## src/sv/rdq_pkg.sv

```systemverilog
// rdq_pkg: shared types and codes for the record deque with key search
// no dependencies

package rdq_pkg;

  localparam int KeyW   = 32;
  localparam int DateW  = 27;
  localparam int OpW    = 3;
  localparam int StatW  = 2;
  localparam int EcountW = 7;

  localparam logic [OpW-1:0] OP_PUSH_FRONT = 3'd0;
  localparam logic [OpW-1:0] OP_PUSH_BACK  = 3'd1;
  localparam logic [OpW-1:0] OP_POP_FRONT  = 3'd2;
  localparam logic [OpW-1:0] OP_POP_BACK   = 3'd3;
  localparam logic [OpW-1:0] OP_SEARCH     = 3'd4;

  localparam logic [StatW-1:0] STAT_OK        = 2'd0;
  localparam logic [StatW-1:0] STAT_EMPTY     = 2'd1;
  localparam logic [StatW-1:0] STAT_FULL      = 2'd2;
  localparam logic [StatW-1:0] STAT_NOT_FOUND = 2'd3;

  typedef struct packed {
    logic signed [KeyW-1:0] key;
    logic [DateW-1:0]       date;
  } rec_t;

  typedef struct packed {
    logic shift_left;
    logic shift_right;
  } ring_ctl_t;

endpackage

```

## src/sv/rdq_cell.sv

```systemverilog
// rdq_cell: one record slot of the ring, moves its record to either neighbor
// depends on rdq_pkg

module rdq_cell (
  input  logic              clk,
  input  rdq_pkg::ring_ctl_t ctl,
  input  rdq_pkg::rec_t     left_in,
  input  rdq_pkg::rec_t     right_in,
  output rdq_pkg::rec_t     rec_out
);

  rdq_pkg::rec_t rec_r;
  rdq_pkg::rec_t rec_nxt;

  always_comb begin
    rec_nxt = rec_r;
    if (ctl.shift_left) begin
      rec_nxt = right_in;
    end else if (ctl.shift_right) begin
      rec_nxt = left_in;
    end
  end

  always_ff @(posedge clk) begin
    rec_r <= rec_nxt;
  end

  assign rec_out = rec_r;

endmodule

```

## config.mk

```make
export PLATFORM = sky130hd
export DESIGN_NAME = rdq_cell
export DESIGN_NICKNAME = d
export VERILOG_FILES = /design/src/sv/rdq_pkg.sv /design/src/sv/rdq_cell.sv
export SDC_FILE = /design/constraint.sdc
export NUM_CORES = 1
export LEC_CHECK = 0
export ABC_AREA = 1
export BUFFER_PORTS_ARGS = -buffer_cell sky130_fd_sc_hd__buf_2
export CAP_MARGIN = 20
export CORE_MARGIN = 2
export CORE_UTILIZATION = 37
export DETAILED_ROUTE_END_ITERATION = 8
export PLACE_DENSITY = 0.77
export SYNTH_ARGS = -nofsm -noshare
export SYNTH_HDL_FRONTEND = slang
export SYNTH_SLANG_ARGS = --single-unit
```

## constraint.sdc

```tcl
create_clock -name clk -period 2.8 [get_ports clk]
set_input_delay 0.84 -clock clk [delete_from_list [all_inputs] [get_ports clk]]
set_output_delay 0.84 -clock clk [all_outputs]
set_load 0.1 [all_outputs]
```

# After elaboration in Yosys (flattened, before gate mapping)
# Index checks and enable logic that the tools add are counted.
dict set report classes {
  muxes 2
  reduce_logical 1
}
# op n
set op_table {}
lappend op_table {{2-to-1 mux 59 bit} 2}
lappend op_table {{nonzero test 2 bit} 1}
dict set report totals {
  reg_bits 59
  out_inout_bits 59
  in_bits 121
  wordCells 5
}

# Longest topological paths before layout
# Gate-level depths: netlist of run 1.
dict set report logic_depth {
  word_depth 2
  mapped_depth 6
}

# Worst setup path before layout of run 1
# OpenSTA, ideal clock, no wires.
dict set report synth_path {
  kind {input port to flip-flop}
  startpoint {in ctl[1] in the netlist's numbering}
  endpoint {reg rec_r (netlist bit rec_out[0]) (enable)}
  path_buffers 2
  path_slack_ns -0.120
  path_stages 3
  t_arrival_ns 2.499
  t_required_ns 2.380
  setup_time_ns 0.420
  cell_sequence {buf_2 buf_2 or2_1}
}
dict set report synth_between {
  elab_chain_len 1
}
# element line
set synth_rtl {}
lappend synth_rtl {{from (decl)} rdq_cell.sv:6} ;# input rdq_pkg::ring_ctl_t ctl,
lappend synth_rtl {{nonzero test 2 bit (no source line)} --}
lappend synth_rtl {{to (signal assigned)} rdq_cell.sv:25} ;# rec_r <= rec_nxt;
lappend synth_rtl {{to (decl)} rdq_cell.sv:12} ;# rdq_pkg::rec_t rec_r;
# No other way between the ends.
# A chain may end at the register's enable or synchronous reset.

# Worst setup path in the final report of run 1
dict set report layout_path {
  startpoint {in ctl[1] in the netlist's numbering}
  endpoint {reg rec_r (netlist bit rec_out[41]) (enable)}
}
# Same word-level chain as after synthesis.

==> flow_metrics.env, run 1 <==
export IMPL_status="completed"
export IMPL_die_area_um2=7497
export IMPL_syn_inst=251
export IMPL_grt_overflow_total=0
export IMPL_cp_slowest_stage_delay_ps=620
export IMPL_p_int_mw=1.548
export IMPL_antenna_left=0
export IMPL_crit_path_start_kind="primary input"
export IMPL_p_seq_share_pct=40.8
export IMPL_max_slew_margin_rel_pct=38.77
export IMPL_postSynthAreaPerCell_um2=10.05
export IMPL_finalSetupTns_ps=0
export IMPL_crit_path_cell_trace="buf_2 -> or2_2 -> buf_12"
export IMPL_die_h_um=86.59
export IMPL_finalCritPeriodShare_pct=70.28
export IMPL_io_pins=180
export IMPL_viasPerCell=4.402
export IMPL_fin_nets=552
export IMPL_fp_row_count=30
export IMPL_gp_congestion=0.7456
export IMPL_syn_cell_area_um2=2524
export IMPL_grt_usage_pct=16.47
export IMPL_cts_setup_buffers=0
export IMPL_pwr_share_comb_pct=36.8
export IMPL_hold_viol=0
export IMPL_drc=0
export IMPL_dp_slack_ps=480.8
export IMPL_seq_area_frac_synth_pct=70.20
export IMPL_m1WireLength_um=2359
export IMPL_syn_to_final_growth_pct=43.73
export IMPL_cp_max_fo=31
export IMPL_cts_root_buf="clkbuf_8"
export IMPL_holdBufCountCts=0
export IMPL_arrival_ps=1980
export IMPL_slew_viol_final=0
export IMPL_die_w_um=86.59
export IMPL_insertedDiodeCount=0
export IMPL_cts_tree="built"
export IMPL_grt_pass1_vias=2073
export IMPL_rsz0062_at_grt="false"
export IMPL_largest_register_ffs=59
export IMPL_p_leak_nw=1.944
export IMPL_pwr_share_clk_pct=22.4
export IMPL_clock_path_buffers=2
export IMPL_clock_sink_count=59
export IMPL_firstDrtPassIters=4
export IMPL_routedWlPerCell_um=11.97
export IMPL_cp_startpoint="ctl[1]"
export IMPL_initial_core_util_pct=37.77
export IMPL_place_hpwl_um=4661
export IMPL_max_slew_worst_pin_slew_ps=917.1
export IMPL_min_path_type="primary input to flip-flop"
export IMPL_cts_buffers=9
export IMPL_peakVddDrop_mv=0.2995
export IMPL_fin_area_um2=3627
export IMPL_wl_um=6164
export IMPL_portBuffers=179
export IMPL_synth_fp_nets=372
export IMPL_grt_max_degree=60
export IMPL_power_switching_mw=1.165
export IMPL_switching_share_pct=42.94
export IMPL_required_ps=2810
export IMPL_met3WireLength_um=549
export IMPL_cts_resized=0
export IMPL_critical_path_class="primary input to flip-flop"
export IMPL_synth_seq_cells=59
export IMPL_maxCapViolCount=0
export IMPL_clk_pin_slew_ps=60
export IMPL_highest_layer="met4"
export IMPL_antenna_found_initial=0
export IMPL_grt_pass1_wl_um=9204
export IMPL_drt_iter0_drc=73
export IMPL_min_period_ps=1968
export IMPL_place_area_um2=3477
export IMPL_layout_drive_gt1_share_pct=45.06
export IMPL_setup_worst_path_end_class="flip-flop"
export IMPL_fmax_mhz=508.2
export IMPL_yosys_warnings=0
export IMPL_wl_met2_um=3156
export IMPL_final_setup_worst_slack_ps=832.3
export IMPL_power_density_nw_per_um2=747.8
export IMPL_min_from="left_in[36]"
export IMPL_num_vias=2267
export IMPL_fp_coreArea_um2=6681
export IMPL_synth_distinct_cells=6
export IMPL_htreeDepth=3
export IMPL_cp_slowest_cell="or2_2"
export IMPL_setup_violations=0
==> final cells by class <==
class | instances | area, µm²
Fill cell | 625 | 3054
Sequential cell | 59 | 1772
Tap cell | 80 | 100.1
Inverter | 1 | 3.754
Timing Repair Buffer | 182 | 930.9
Multi-Input combinational cell | 178 | 670.6
Clock buffer | 11 | 131.4
Clock inverter | 4 | 18.77
==> metal layers <==
| layer | vias up | GRT usage [%] |
|---|---|---|
| met3 | 10 | 5.619 |
| met4 | 0 | 8.523 |
| li1 | 1162 | - |
| met1 | 988 | 17.27 |
| met5 | - | 0 |
| met2 | 107 | 29.09 |
==> worst max-delay path, delay by kind of cell <==
family	cells	cell delay, ps
simple gates	1	620
buf+inv	2	500
==> power groups by stage <==
| stage | Combinational (mW) | Clock, mW | Sequential, mW |
|---|---|---|---|
| 6_report | 0.998 | 0.608 | 1.11 |
| 5_1_grt | 1.04 | 0.675 | 1.12 |
| 4_1_cts | 1.00 | 0.629 | 1.11 |
| 3_5_place_dp | 1.00 | 0 | 1.13 |
| 3_3_place_gp | 0.995 | 0 | 1.12 |
| 2_1_floorplan | 0.0950 | 0 | 1.84 |
==> worst paths after layout <==
| path | end | slack, ps | cells after the start |
|---|---|---|---|
| setup / recovery | rec_out[41] | 830 | 3 |
| hold / removal | rec_out[36] | 780 | 3 |
==> synth_stat cells (all sizes together) <==
master / count / area, µm²
inv: 1 / 3.750
or2: 1 / 6.260
nand2: 177 / 664.4
edfxtp: 59 / 1772
buf: 13 / 77.57
==> cell usage in the layout (no fill, tap or decap) <==
master	count
edfxtp_1	59
clkinv_1	1
inv_2	1
nand2_1	177
buf_2	179
buf_12	1
buf_4	2
clkbuf_1	2
or2_2	1
clkbuf_8	9
clkinv_2	3
==> through the flow <==
stage                     hold slack (ps)  total power, mW  utilization (%)  instances
after floorplan                      1019            1.934                -        251
after CTS                           759.7            2.741            54.29        515
final                               779.4            2.713            54.29        515
after global routing                771.8            2.827            54.29        515
after global placement               1106            2.117            52.04        500
after detailed placement             1109            2.129            52.04        500
==> cells by family after synthesis <==
kind of cell	share of synthesized area, %
and+or+nand+nor	26.57
DFF	70.20
buffers and inverters	3.222
Note: power is estimated with default switching activity, not from simulation.
==> inputs of run 2 (changes only) <==
--- a/config.mk
+++ b/config.mk
@@ -9,9 +9,9 @@
 export BUFFER_PORTS_ARGS = -buffer_cell sky130_fd_sc_hd__buf_2
 export CAP_MARGIN = 20
 export CORE_MARGIN = 2
-export CORE_UTILIZATION = 37
+export CORE_UTILIZATION = 41
 export DETAILED_ROUTE_END_ITERATION = 8
-export PLACE_DENSITY = 0.77
+export PLACE_DENSITY = 0.8
 export SYNTH_ARGS = -nofsm -noshare
 export SYNTH_HDL_FRONTEND = slang
 export SYNTH_SLANG_ARGS = --single-unit
==> constraint.sdc (replaced) <==
create_clock -name clk -period 2 [get_ports clk]
set_input_delay 0.6 -clock clk [delete_from_list [all_inputs] [get_ports clk]]
set_output_delay 0.6 -clock clk [all_outputs]
set_load 0.1 [all_outputs]
==> flow_metrics.env, run 2 (same netlist as run 1, synthesis figures left out) <==
export IMPL_status="completed"
export IMPL_grt_usage_pct=18.52
export IMPL_gp_congestion=0.7415
export IMPL_hold_viol=0
export IMPL_antenna_found_initial=0
export IMPL_viasPerCell=4.516
export IMPL_grt_pass1_vias=1981
export IMPL_fp_coreArea_um2=5921
export IMPL_cp_slowest_stage_delay_ps=430
export IMPL_grt_max_degree=60
export IMPL_slew_viol_final=0
export IMPL_setup_worst_path_end_class="output port"
export IMPL_finalSetupTns_ps=0
export IMPL_cts_setup_buffers=0
export IMPL_setup_violations=0
export IMPL_htreeDepth=3
export IMPL_layout_drive_gt1_share_pct=45.06
export IMPL_syn_to_final_growth_pct=45.96
export IMPL_fin_nets=551
export IMPL_insertedDiodeCount=0
export IMPL_die_h_um=82.46
export IMPL_max_slew_worst_pin_slew_ps=896.4
export IMPL_finalCritPeriodShare_pct=85.12
export IMPL_layout_common_cells="179 x buf_2, 177 x nand2_1, 59 x edfxtp_1, 9 x clkbuf_8"
export IMPL_cts_buffers=9
export IMPL_grt_overflow_total=0
export IMPL_maxCapViolCount=0
export IMPL_die_w_um=82.46
export IMPL_wl_um=6553
export IMPL_fillerInstances=506
export IMPL_cts_root_buf="clkbuf_8"
export IMPL_fmax_mhz=587.4
export IMPL_min_path_type="primary input to flip-flop"
export IMPL_cts_tree="built"
export IMPL_holdBufCountCts=0
export IMPL_cts_resized=0
export IMPL_grt_pass1_wl_um=8983
export IMPL_crit_path_start_kind="flip-flop"
export IMPL_die_area_um2=6799
export IMPL_clock_path_buffers=2
export IMPL_cp_top_family="buffers and inverters"
export IMPL_portBuffers=179
export IMPL_drt_iter0_drc=141
export IMPL_routedWlPerCell_um=12.85
export IMPL_cp_slowest_cell="buf_2"
export IMPL_initial_core_util_pct=42.62
export IMPL_arrival_ps=1100
export IMPL_clock_sink_count=59
export IMPL_max_slew_margin_rel_pct=40.15
export IMPL_rsz0062_at_grt="false"
export IMPL_final_common_cell="buf_2"
export IMPL_crit_path_cell_trace="buf_2"
export IMPL_path_buf_inv=1
export IMPL_dp_slack_ps=201.6
export IMPL_final_setup_worst_slack_ps=297.6
export IMPL_largest_register_ffs=59
export IMPL_num_vias=2303
export IMPL_critical_path_class="flip-flop to output port"
export IMPL_clk_pin_slew_ps=70
export IMPL_p_leak_nw=1.970
export IMPL_peakVddDrop_mv=0.6497
export IMPL_fp_row_count=28
export IMPL_io_pins=180
export IMPL_min_period_ps=1702
export IMPL_required_ps=1400
export IMPL_antenna_left=0
export IMPL_firstDrtPassIters=7
export IMPL_drc=0
export IMPL_cp_max_fo=1
export IMPL_power_density_nw_per_um2=1144
export IMPL_place_hpwl_um=4814
==> run 2: final cells by class <==
cell class	count	area [µm²]	area share, %
Multi-Input combinational cell	178	673.1	18.27
Tap cell	75	93.84	2.548
Clock inverter	7	106.4	2.887
Inverter	1	3.754	0.1019
Timing Repair Buffer	181	910.9	24.73
Clock buffer	9	123.9	3.363
Sequential cell	59	1772	48.10
==> run 2: final timing paths <==
kind,from,to,slack [ps],depth (start not counted)
worst max-delay path,rec_out[57],rec_out[57],300,1
worst min-delay path,left_in[41],rec_out[41],530,3
==> run 2: per-layer routing <==
layer	track usage [%]	share of wire (%)	vias up
met5	0	0	-
li1	-	-	1163
met4	8.167	1.7	0
met3	7.391	11	11
met1	19.91	37	1019
met2	32.02	51	110
==> run 2: stage by stage <==
stage               power (mW)  utilization, %  hold slack, ps  cells  cell area [µm²]
global placement         2.962           58.33           866.6    494             3453
CTS                      4.247           62.21           517.3    510             3684
finish                   4.213           62.21           533.6    510             3684
floorplan                2.708               -           778.6    251             2526
detailed placement       2.979           58.33           869.6    494             3453
global route             4.368           62.21           515.4    510             3684
==> run 2: where the power goes <==
group / total [mW] / leakage (nW) / internal (mW) / switching (mW)
registers: 1.55 / 0.608 / 1.52 / 0.0315
logic: 1.40 / 1.25 / 0.213 / 1.18
clock network: 1.27 / 0.116 / 0.813 / 0.453
==> inputs of run 3 (changes only) <==
--- a/config.mk
+++ b/config.mk
@@ -5,11 +5,10 @@
 export SDC_FILE = /design/constraint.sdc
 export NUM_CORES = 1
 export LEC_CHECK = 0
-export ABC_AREA = 1
 export BUFFER_PORTS_ARGS = -buffer_cell sky130_fd_sc_hd__buf_2
 export CAP_MARGIN = 20
 export CORE_MARGIN = 2
-export CORE_UTILIZATION = 41
+export CORE_UTILIZATION = 42
 export DETAILED_ROUTE_END_ITERATION = 8
 export PLACE_DENSITY = 0.8
 export SYNTH_ARGS = -nofsm -noshare
==> flow_metrics.env, run 3 <==
export IMPL_status="completed"
export IMPL_clk_pin_slew_ps=70
export IMPL_initial_core_util_pct=43.77
export IMPL_grt_pass1_vias=1959
export IMPL_clock_sink_count=59
export IMPL_layout_common_cells="178 x buf_2, 59 x mux2_4, 59 x edfxtp_1, 9 x clkbuf_8, 4 x buf_12"
export IMPL_hold_ws_ps=566.3
export IMPL_cts_tree="built"
export IMPL_grt_max_degree=32
export IMPL_gp_congestion=0.7474
export IMPL_fp_coreArea_um2=6386
export IMPL_largest_register_ffs=59
export IMPL_firstDrtPassIters=4
export IMPL_fillerInstances=499
export IMPL_hold_viol=0
export IMPL_p_int_mw=2.532
export IMPL_insertedDiodeCount=0
export IMPL_async_flop_share_pct=0
export IMPL_setup_worst_path_end_class="output port"
export IMPL_pwr_share_clk_pct=27.4
export IMPL_num_vias=1824
export IMPL_pwr_share_comb_pct=35.5
export IMPL_cp_top_family="buffers and inverters"
export IMPL_die_area_um2=7324
export IMPL_layout_drive_gt1_share_pct=80.50
export IMPL_cts_buffers=9
export IMPL_min_path_type="primary input to flip-flop"
export IMPL_required_ps=1400
export IMPL_maxCapViolCount=0
export IMPL_drt_iter0_drc=36
export IMPL_synth_ff_type="edfxtp_1"
export IMPL_fp_row_count=29
export IMPL_syn_inst=126
export IMPL_syn_to_final_growth_pct=41.27
export IMPL_rsz0062_at_grt="false"
export IMPL_crit_path_cell_trace="buf_2"
export IMPL_clock_path_buffers=2
export IMPL_synth_distinct_cells=5
export IMPL_arrival_ps=1090
export IMPL_postSynthAreaPerCell_um2=22.18
export IMPL_setup_violations=0
export IMPL_die_w_um=85.58
export IMPL_seq_area_frac_synth_pct=63.38
export IMPL_grt_pass1_wl_um=9052
export IMPL_power_density_nw_per_um2=1055
export IMPL_cp_slowest_stage_delay_ps=430
export IMPL_crit_path_start_kind="flip-flop"
export IMPL_fin_nets=434
export IMPL_cp_max_fo=1
export IMPL_finalCritPeriodShare_pct=84.62
export IMPL_htreeDepth=3
export IMPL_max_slew_margin_rel_pct=65.90
export IMPL_syn_cell_area_um2=2795
export IMPL_cts_setup_buffers=0
export IMPL_grt_overflow_total=0
export IMPL_io_pins=180
export IMPL_cts_root_buf="clkbuf_8"
export IMPL_p_leak_nw=1.934
export IMPL_antenna_found_initial=0
export IMPL_holdBufCountCts=0
export IMPL_fin_total_pwr_mw=4.164
export IMPL_final_common_cell="buf_2"
export IMPL_switching_share_pct=39.20
export IMPL_path_buf_inv=1
export IMPL_place_area_um2=3741
export IMPL_fin_area_um2=3949
export IMPL_antenna_left=0
export IMPL_wl_um=5948
export IMPL_peakVddDrop_mv=0.6846
export IMPL_synth_common_cells="59 x edfxtp_1, 59 x mux2_4, 6 x buf_12"
export IMPL_cp_slowest_cell="buf_2"
export IMPL_max_slew_worst_pin_slew_ps=515.1
export IMPL_synth_edf_count=59
export IMPL_yosys_warnings=0
export IMPL_viasPerCell=4.618
export IMPL_min_period_ps=1692
export IMPL_power_switching_mw=1.632
export IMPL_synth_top_cell_area_share_pct=63.38
export IMPL_portBuffers=179
export IMPL_slew_viol_final=0
export IMPL_p_seq_share_pct=37.2
export IMPL_synthTopCellsByArea="edfxtp_1 63%, mux2_4 32%, buf_12 4.3%"
export IMPL_synth_seq_cells=59
export IMPL_grt_usage_pct=16.57
export IMPL_synth_top_cell_by_area="edfxtp_1"
export IMPL_routedWlPerCell_um=15.06
export IMPL_synth_fp_nets=247
export IMPL_drc=0
export IMPL_fmax_mhz=590.9
export IMPL_cts_resized=0
export IMPL_die_h_um=85.58
export IMPL_critical_path_class="flip-flop to output port"
export IMPL_place_hpwl_um=4717
export IMPL_finalSetupTns_ps=0
-- run 3: changes by cell type after synthesis, sizes merged --
cell   before  now
buf        13    7
nand2     177    0
inv         1    0
mux2        0   59
-- run 3: per-stage QoR --
step	instances	setup WS (ps)	util, %
2_1_floorplan	126	215.8	-
6_report	395	307.7	61.83
3_3_place_gp	379	371.1	58.58
3_5_place_dp	379	348.3	58.58
5_1_grt	395	253.3	61.83
4_1_cts	395	266.9	61.83
-- run 3: path summary, 6_finish.rpt --
path | depth (start not counted) | end | startpoint
worst max-delay path | 1 | rec_out[54] | rec_out[54]
worst min-delay path | 2 | rec_out[15] | right_in[15]
-- run 3: power groups by stage --
stage / Sequential, mW / Clock (mW) / Combinational, mW
floorplan: 2.57 / 0 / 0.226
global placement: 1.57 / 0 / 1.47
detailed placement: 1.57 / 0 / 1.49
CTS: 1.55 / 1.18 / 1.49
global route: 1.56 / 1.21 / 1.52
finish: 1.55 / 1.14 / 1.48
-- run 3: logic make-up (layout without fill, tap and decap cells) --
family / after synthesis / count (layout) / synth area share (%)
multiplexers: 59 / 59 / 31.69
buffers and inverters: 7 / 199 / 4.700
flip-flops: 59 / 59 / 63.38
AND/OR/NAND/NOR: 1 / 1 / 0.2240
-- run 3: area by class of cell --
class                   instances  area [µm²]  area share, %
flip-flops and latches         59        1772          44.87
repair buffers                183       978.4          24.78
multi-input cells              60       894.6          22.66
clock buffers                  10       127.6          3.232
well taps                      77       96.34          2.440
clock inverters                 6       80.08          2.028
-- run 3: per-layer routing --
metal	global-route usage [%]	part of all wire, %	vias to the layer above
met1	18.03	37	844
met2	28.13	52	107
met4	9.812	1.2	0
met5	0	0	-
met3	5.486	9.7	4
li1	-	-	869
